**src/sv/tps_pkg.sv**
```systemverilog
// ----------------------------------------------------------------------------
// tps_pkg: shared types and byte classes of the pre-tokenize segmenter
// Chunk kinds, the chunk tracking state and the result word layout.
// ----------------------------------------------------------------------------
package tps_pkg;

  localparam int BYTE_W = 8;
  localparam int KIND_W = 3;
  localparam int WIN_DEPTH = 3;

  typedef enum logic [KIND_W-1:0] {
    KIND_CONTRACTION = 3'd0,
    KIND_LETTERS     = 3'd1,
    KIND_DIGITS      = 3'd2,
    KIND_SP_LETTERS  = 3'd3,
    KIND_SP_DIGITS   = 3'd4,
    KIND_WHITESPACE  = 3'd5,
    KIND_OTHER       = 3'd6
  } chunk_kind_t;

  typedef struct packed {
    chunk_kind_t kind;
    logic        in_chunk;
    logic [1:0]  forced_left;
    logic [1:0]  skip_left;
  } chunk_state_t;

  typedef struct packed {
    logic              done;
    chunk_kind_t       kind;
    logic              start;
    logic [BYTE_W-1:0] data;
  } out_word_t;

  function automatic logic is_letter(input logic [BYTE_W-1:0] b);
    logic [BYTE_W-1:0] l;
    l = b | 8'h20;
    return !b[7] && (l inside {[8'h61:8'h7A]});
  endfunction

  function automatic logic is_wordish(input logic [BYTE_W-1:0] b);
    return is_letter(b) || b[7];
  endfunction

  function automatic logic is_digit(input logic [BYTE_W-1:0] b);
    return b inside {[8'h30:8'h39]};
  endfunction

  function automatic logic is_space(input logic [BYTE_W-1:0] b);
    return b inside {8'h20, 8'h0A, 8'h0D, 8'h09};
  endfunction

  function automatic logic [BYTE_W-1:0] lower_of(input logic [BYTE_W-1:0] b);
    return is_letter(b) ? (b | 8'h20) : b;
  endfunction

  function automatic logic [1:0] lead_skip(input logic [BYTE_W-1:0] b);
    logic [1:0] s;
    if ((b & 8'hE0) == 8'hC0) begin
      s = 2'd1;
    end else if ((b & 8'hF0) == 8'hE0) begin
      s = 2'd2;
    end else if ((b & 8'hF8) == 8'hF0) begin
      s = 2'd3;
    end else begin
      s = 2'd0;
    end
    return s;
  endfunction

endpackage

```
**src/sv/text_pretokenize_segmenter.sv**
```systemverilog
// ----------------------------------------------------------------------------
// text_pretokenize_segmenter: byte stream pre-tokenizer
// Marks chunk starts and chunk kinds of a text using two bytes of lookahead.
// ----------------------------------------------------------------------------
//   channel  direction  payload
//   in_      slave      tdata text byte, tlast end of text
//   out_     master     tdata byte, tuser start and kind, tlast text done
//
// One byte is taken per cycle unless the text is draining or the window is full
// and the output stalled; a byte's word is loaded into the output register once
// two later bytes have arrived and the output is free. End of text drains the
// held bytes one per cycle while the output is free, and input waits while the
// window empties. Reset empties the window and the output register and clears
// the chunk state. A stalled output holds words in the window until it is full.
module text_pretokenize_segmenter
  import tps_pkg::*;
(
  input  logic       clk,
  input  logic       rst_n,
  input  logic       in_tvalid,
  output logic       in_tready,
  input  logic [7:0] in_tdata,   // [7:0] text_byte
  input  logic       in_tlast,
  output logic       out_tvalid,
  input  logic       out_tready,
  output logic [7:0] out_tdata,  // [7:0] out_byte
  output logic [3:0] out_tuser,  // [0] chunk_start, [3:1] chunk_kind
  output logic       out_tlast
);

  logic [BYTE_W-1:0] win_r [WIN_DEPTH];
  logic [BYTE_W-1:0] win_nxt [WIN_DEPTH];
  logic [1:0]        cnt_r;
  logic [1:0]        cnt_nxt;
  logic [1:0]        cnt_shift;
  logic              flush_r;
  logic              flush_nxt;
  chunk_state_t      st_r;
  chunk_state_t      st_nxt;
  chunk_state_t      dec_st;
  logic              dec_start;
  logic              out_free;
  logic              fire;
  logic              last_fire;
  logic              in_fire;
  logic [1:0]        ahead;
  logic [BYTE_W-1:0] b1;
  logic [BYTE_W-1:0] b2;
  out_word_t         word;

  assign fire      = out_free && (cnt_r == 2'd3 || (flush_r && cnt_r != 2'd0));
  assign last_fire = fire && flush_r && cnt_r == 2'd1;
  assign in_tready = !flush_r && (cnt_r != 2'd3 || out_free);
  assign in_fire   = in_tvalid && in_tready;

  assign ahead = cnt_r - 2'd1;
  assign b1    = (ahead >= 2'd1) ? win_r[1] : '0;
  assign b2    = (ahead >= 2'd2) ? win_r[2] : '0;

  tps_decide u_decide (
    .b0     (win_r[0]),
    .b1     (b1),
    .b2     (b2),
    .ahead  (ahead),
    .st     (st_r),
    .start  (dec_start),
    .st_nxt (dec_st)
  );

  always_comb begin
    word.data  = win_r[0];
    word.start = dec_start;
    word.kind  = dec_st.kind;
    word.done  = flush_r && cnt_r == 2'd1;
  end

  always_comb begin
    win_nxt   = win_r;
    cnt_shift = cnt_r;
    if (fire) begin
      win_nxt[0] = win_r[1];
      win_nxt[1] = win_r[2];
      cnt_shift  = cnt_r - 2'd1;
    end
    cnt_nxt = cnt_shift;
    if (in_fire) begin
      win_nxt[cnt_shift] = in_tdata;
      cnt_nxt            = cnt_shift + 2'd1;
    end
  end

  always_comb begin
    flush_nxt = flush_r;
    if (in_fire && in_tlast) begin
      flush_nxt = 1'b1;
    end else if (last_fire) begin
      flush_nxt = 1'b0;
    end
  end

  always_comb begin
    st_nxt = st_r;
    if (last_fire) begin
      st_nxt = '0;
    end else if (fire) begin
      st_nxt = dec_st;
    end
  end

  always_ff @(posedge clk) begin
    if (!rst_n) begin
      cnt_r   <= 2'd0;
      flush_r <= 1'b0;
      st_r    <= '0;
    end else begin
      cnt_r   <= cnt_nxt;
      flush_r <= flush_nxt;
      st_r    <= st_nxt;
    end
  end

  always_ff @(posedge clk) begin
    win_r <= win_nxt;
  end

  tps_out_stage u_out (
    .clk        (clk),
    .rst_n      (rst_n),
    .load       (fire),
    .word       (word),
    .free       (out_free),
    .out_tvalid (out_tvalid),
    .out_tready (out_tready),
    .out_tdata  (out_tdata),
    .out_tuser  (out_tuser),
    .out_tlast  (out_tlast)
  );

endmodule

```
**src/sv/tps_decide.sv**
```systemverilog
// ----------------------------------------------------------------------------
// tps_decide: chunk decision for the oldest byte of the window
// Labels one byte from itself, up to two lookahead bytes and the chunk state.
// ----------------------------------------------------------------------------
module tps_decide
  import tps_pkg::*;
(
  input  logic [BYTE_W-1:0] b0,
  input  logic [BYTE_W-1:0] b1,
  input  logic [BYTE_W-1:0] b2,
  input  logic [1:0]        ahead,
  input  chunk_state_t      st,
  output logic              start,
  output chunk_state_t      st_nxt
);

  logic              cont;
  logic [BYTE_W-1:0] l1;
  logic [BYTE_W-1:0] l2;

  assign l1 = lower_of(b1);
  assign l2 = lower_of(b2);

  always_comb begin
    cont = 1'b0;
    if (st.in_chunk) begin
      case (st.kind)
        KIND_LETTERS, KIND_SP_LETTERS: cont = is_wordish(b0);
        KIND_DIGITS, KIND_SP_DIGITS:   cont = is_digit(b0);
        KIND_WHITESPACE:               cont = is_space(b0);
        default:                       cont = 1'b0;
      endcase
    end
  end

  always_comb begin
    st_nxt = st;
    start  = 1'b0;
    if (st.skip_left != 2'd0) begin
      st_nxt.skip_left = st.skip_left - 2'd1;
    end else if (st.forced_left != 2'd0) begin
      st_nxt.forced_left = st.forced_left - 2'd1;
    end else if (cont) begin
      if (b0[7]) begin
        st_nxt.skip_left = lead_skip(b0);
      end
    end else begin
      start = 1'b1;
      st_nxt.in_chunk = 1'b1;
      if (b0 == 8'h27 && ahead >= 2'd1 && (l1 inside {8'h73, 8'h74, 8'h6D, 8'h64})) begin
        st_nxt.kind        = KIND_CONTRACTION;
        st_nxt.forced_left = 2'd1;
      end else if (b0 == 8'h27 && ahead >= 2'd2 &&
                   ((l1 == 8'h72 && l2 == 8'h65) || (l1 == 8'h76 && l2 == 8'h65) ||
                    (l1 == 8'h6C && l2 == 8'h6C))) begin
        st_nxt.kind        = KIND_CONTRACTION;
        st_nxt.forced_left = 2'd2;
      end else if (is_wordish(b0)) begin
        st_nxt.kind = KIND_LETTERS;
        if (b0[7]) begin
          st_nxt.skip_left = lead_skip(b0);
        end
      end else if (is_digit(b0)) begin
        st_nxt.kind = KIND_DIGITS;
      end else if (b0 == 8'h20 && ahead >= 2'd1 && is_wordish(b1)) begin
        st_nxt.kind = KIND_SP_LETTERS;
      end else if (b0 == 8'h20 && ahead >= 2'd1 && is_digit(b1)) begin
        st_nxt.kind = KIND_SP_DIGITS;
      end else if (is_space(b0)) begin
        st_nxt.kind = KIND_WHITESPACE;
      end else begin
        st_nxt.kind = KIND_OTHER;
      end
    end
  end

endmodule

```
**src/sv/tps_out_stage.sv**
```systemverilog
// ----------------------------------------------------------------------------
// tps_out_stage: result register of the segmenter
// Holds one labelled word until the downstream side takes it.
// ----------------------------------------------------------------------------
module tps_out_stage
  import tps_pkg::*;
(
  input  logic        clk,
  input  logic        rst_n,
  input  logic        load,
  input  out_word_t   word,
  output logic        free,
  output logic        out_tvalid,
  input  logic        out_tready,
  output logic [7:0]  out_tdata,
  output logic [3:0]  out_tuser,
  output logic        out_tlast
);

  logic      valid_r;
  logic      valid_nxt;
  out_word_t word_r;

  assign free = !valid_r || out_tready;

  always_comb begin
    valid_nxt = valid_r;
    if (load) begin
      valid_nxt = 1'b1;
    end else if (out_tready) begin
      valid_nxt = 1'b0;
    end
  end

  always_ff @(posedge clk) begin
    if (!rst_n) begin
      valid_r <= 1'b0;
    end else begin
      valid_r <= valid_nxt;
    end
  end

  always_ff @(posedge clk) begin
    if (load) begin
      word_r <= word;
    end
  end

  assign out_tvalid = valid_r;
  assign out_tdata  = word_r.data;
  assign out_tuser  = {word_r.kind, word_r.start};
  assign out_tlast  = word_r.done;

endmodule
```
**config.mk**
```make
export PLATFORM = sky130hd
export DESIGN_NAME = text_pretokenize_segmenter
export DESIGN_NICKNAME = d
export VERILOG_FILES = /design/src/sv/tps_pkg.sv /design/src/sv/text_pretokenize_segmenter.sv /design/src/sv/tps_decide.sv /design/src/sv/tps_out_stage.sv
export SDC_FILE = /design/constraint.sdc
export NUM_CORES = 1
export LEC_CHECK = 0
export ABC_AREA = 1
export BUFFER_PORTS_ARGS = -buffer_cell sky130_fd_sc_hd__buf_2
export CORE_ASPECT_RATIO = 1.5
export CORE_MARGIN = 2
export CORE_UTILIZATION = 45
export CTS_CLUSTER_DIAMETER = 100
export DETAILED_ROUTE_END_ITERATION = 8
export GPL_ROUTABILITY_DRIVEN = 0
export HOLD_SLACK_MARGIN = 0.15
export PLACE_DENSITY = 0.72
export SYNTH_ARGS = -nofsm -noshare
export SYNTH_HDL_FRONTEND = slang
export SYNTH_HIERARCHICAL = 1
export SYNTH_SLANG_ARGS = --single-unit
```
**constraint.sdc**
```tcl
create_clock -name clk -period 2.7 [get_ports clk]
set_clock_uncertainty 0.1 [all_clocks]
set_input_delay 0.405 -clock clk [delete_from_list [all_inputs] [get_ports clk]]
set_output_delay 0.405 -clock clk [all_outputs]
set_load 0.01 [all_outputs]
```
# Word-level counts from Yosys, hierarchy flattened
# Cells that the tools add are included.
# Widths: inputs -> output; s select.
# op_classes
n_addsub	4
mul	0
div	0
magnitude_cmp	14
n_eq_ne	29
shift	0
n_mux	41
bitwise	5
reduce_logical	55
# op_table
op	count
$eq 8x7->1 const B	9
$mux 2	17
$logic_and 1x1->1	27
$bwmux 24	1
$eq 8x4->1 const B	3
$ge 8x7->1 const B	3
$le 8x7->1 const B	3
$mux 24	1
$mux 6	4
$mux 8	3
$demux 8 s2	1
$eq 8x6->1 const B	2
$ge 8x6->1 const B	2
$le 8x6->1 const B	2
$mux 16	1
$mux 3	5
$reduce_bool 2->1	5
$eq 3x3->1 const B	3
$reduce_and 4->1	2
$reduce_bool 4->1	2
$reduce_or 2->1	4
$logic_or 1x1->1	7
$eq 3x2->1 const B	2
$mux 1	6
21 further kinds	33
# totals
reg_bits	49
latch_bits	0
ramBits	0
mem_bits_ro	0
inputBits	13
out_inout_bits	15
wordCells	162
memories	0

# Depth between registers and ports, before layout
# depth
word_depth	17
ltp_mapped	17
ltp_nobuf	16

# Hierarchy
# The synthesis kept the hierarchy.
# modules_own_cells
mod	instances	cells_per_inst	area_each_um2	seq_area_each_um2
text_pretokenize_segmenter	1	224	1674.1	780.7
tps_decide	1	131	650.6	0.0
tps_out_stage	1	19	436.7	410.4

# Worst setup path before layout
# No wires, ideal clock.
# synth_timing
path_kind	reg2reg
from	reg cnt_r[0]
to	reg (tool-made name)
setup_time_ps	371
t_arrival_ps	1735
required_ps	2229
path_slack_ps	494
stages_incl_launch_ff	10
n_path_buf	1
synth_period_minus_slack_ps	2206
path_cell_list	dfxtp_1 -> inv_1 -> ha_1 -> clkbuf_1 -> inv_1 -> nand3_1 -> nand2_1 -> ha_1 -> inv_1 -> nor2_1
# synth_rtl
element	line_no	rtl
start, declared	text_pretokenize_segmenter.sv:33	logic [1:0] cnt_r;
start signal, assigned	text_pretokenize_segmenter.sv:116	cnt_r <= cnt_nxt;

==> results.yml <==
outcome:
  status: "finished clean"
sta:
  slew_violations: 0
  post-route-period-util: 0.882
  setup_viol: 0
  slew_headroom: 0.717
  rsz0062_at_grt: "false"
  holdWs_ps: 205
  final.min_clock_period_ps: 2380
  worst_pin_slew_ps: 424
  setup_slack_ps: 320
  tns_ps: 0
  fmax_ghz: 0.420
  hold_viol: 0
pwr:
  fin_total_pwr_mw: 2.78
  pwr-share-seq: 0.417
  p_int_mw: 1.60
  switchingPower_mw: 1.17
  peakVddDrop_v: 0.000468
  p_clk_frac: 0.152
  powerDensity_nw_per_um2: 905
  pwr-share-comb: 0.431
  leakagePower_nw: 1.47
  p_sw_frac: 0.422
cells_and_area:
  fillers: 608
  drive_above_1_share: 0.167
  n_antenna_cell: 0
  synthToLayoutAreaGrowth_pct: 11.1
  nets: 424
die:
  ios: 28
  die_x_um: 68.0
  die_area_um2: 6790
  rows: 35
  start_util: 0.457
  die_y_um: 99.9
  core_area_um2: 6040
clock_tree:
  ctsHoldBuffers: 0
  cts-root-buf: "clkbuf_8"
  post_cts_resized: 0
  clock_path_buffers: 2
  cts_buffers: 5
  clk_latency_ps: 300
  postCtsSetupBuffers: 0
  clk_pin_slew_worst_paths_ps: 90
  htreeDepth: 2
  cts_sinks: 49
  cts_tree: "yes"
routing:
  drt_wl_total_mm: 5.69
  drt-pass1-iter-count: 4
  vias_per_cell: 4.97
  wl_per_cell_um: 11.9
  drc_errors: 0
  first_iter_violations: 113
  ant_nets: 0
  num_vias: 2387
critical_path:
  worstPathRequired_ps: 2840
  rr_endpoint: "st_r[7]$_SDFFE_PP0P_"
  r2r_cells: 11
  worstPathMaxFanout: 9
  timing.rr.start: "cnt_r[0]$_SDFF_PN0_"
  end_kind: "flip-flop"
  critPathKind: "reg2reg"
  endpoint: "st_r[7]$_SDFFE_PP0P_"
  critPathLaunchType: "flip-flop"
  critPathLaunch: "cnt_r[0]$_SDFF_PN0_"
  arrival_ps: 2520
  regToRegSetupSlack_ps: 320
yosys:
  yosys.area.top_type: "edfxtp_1"
  async_flop_share: 0
  netlist_instances: 374
  synth_warnings: 6
  yosys-top-cells-area: "edfxtp_1 23%, dfxtp_1 20%, nand2_1 15%, inv_1 7.7%, nor2_1 4.6%"
  yosysMostFrequentCell: "nand2_1"
  synth_top_flop_cell: "dfxtp_1"
  synth_nets: 393
  synth_top_area_frac: 0.228
  synthTopCellsByCount: "111 x nand2_1, 57 x inv_1, 34 x nor2_1"
  synth.avg_cell_area_um2: 7.38
  ys_ff_latch: 49
  ys_types: 33
  synth-edff-count: 21
  synth_area_um2: 2760
  yosysSeqAreaShare: 0.431
grt:
  grt_pass1_vias: 2303
  grt_overflow: 0
  antenna_found_initial: 0
  grt_usage: 0.187
  grt_pass1_wl_mm: 9.82
  grt_max_degree: 34
worst_hold_path:
  worstHoldPathType: "in2reg"
  hold_depth: 1
run:
  drv_cap: 0
placement:
  pre_cts_ws_ps: 352
  hpwl_mm: 4.56
  portBuffers: 27
routing by layer:
layer  part of all wire  GRT usage
met3              0.023     0.0303
met5                  0          0
met1               0.38      0.187
met2               0.56      0.357
met4              0.035     0.0877
layout by cell type (no fill, tap or decap), drive strengths merged:
cell,instances
nand2,119
inv,65
nor2,38
buf,30
dfxtp,28
nand3,24
edfxtp,21
o211ai,17
a21oi,14
o21ai,12
ha,6
nand4,6
nor3,6
clkbuf,5
clkinv,5
or2,3
o22ai,2
xnor2,1
o2111ai,1
a21o,1
nor3b,1
nor4,1
power groups by stage:
stage	clock network, mW	registers, mW	logic, mW
floorplan	0	1.15	0.921
global placement	0	1.17	1.17
detailed placement	0	1.18	1.19
CTS	0.435	1.16	1.20
global route	0.462	1.19	1.38
finish	0.423	1.16	1.20
layout make-up:
cell class | count | area, um2 | share of cell area
multi-input combinational | 252 | 1290 | 0.419
sequential | 49 | 1190 | 0.388
inverter | 67 | 254 | 0.0828
timing repair buffer | 30 | 158 | 0.0514
tap | 74 | 92.6 | 0.0302
clock buffer | 5 | 68.8 | 0.0224
clock inverter | 3 | 17.5 | 0.00571
critical path: stages, from the launching register on:
cell and delay (ps):
dfxtp_1 410, inv_1 120, ha_1 440, nor2_1 90, or2_1 250, nor4_1 240, nor3_1 90, nand2_1 120
nand3_1 100, o21ai_2 130, nand2_1 70, a21oi_1 160
how the worst min path moves through the flow:
stage	startpoint	end	slack [ps]
after detailed placement	st_r[4]$_SDFFE_PP0P_	st_r[4]$_SDFFE_PP0P_	380
after global routing	in_tdata[1]	flip-flop	200
after global placement	st_r[4]$_SDFFE_PP0P_	st_r[4]$_SDFFE_PP0P_	370
after CTS	in_tdata[1]	flip-flop	200
after floorplan	st_r[4]$_SDFFE_PP0P_	st_r[4]$_SDFFE_PP0P_	360
final	in_tdata[6]	flip-flop	200
metrics by stage:
step	cells	cell area, um2	util
finish	480	3070	0.508
global route	480	3070	0.508
global placement	472	2980	0.494
detailed placement	472	2980	0.494
CTS	480	3070	0.508
floorplan	374	2760	-
cell families (layout without fill, tap and decap cells):
logic type,after synthesis,after routing,share of synthesized area
AOI/OAI and AO/OA,47,47,0.112
DFF,49,49,0.431
adders and majority gates,6,6,0.0272
buffers and inverters,73,105,0.102
xor gates and xnor gates,1,1,0.00317
and+or+nand+nor,198,198,0.324
Note: power is estimated with default switching activity, not from simulation.
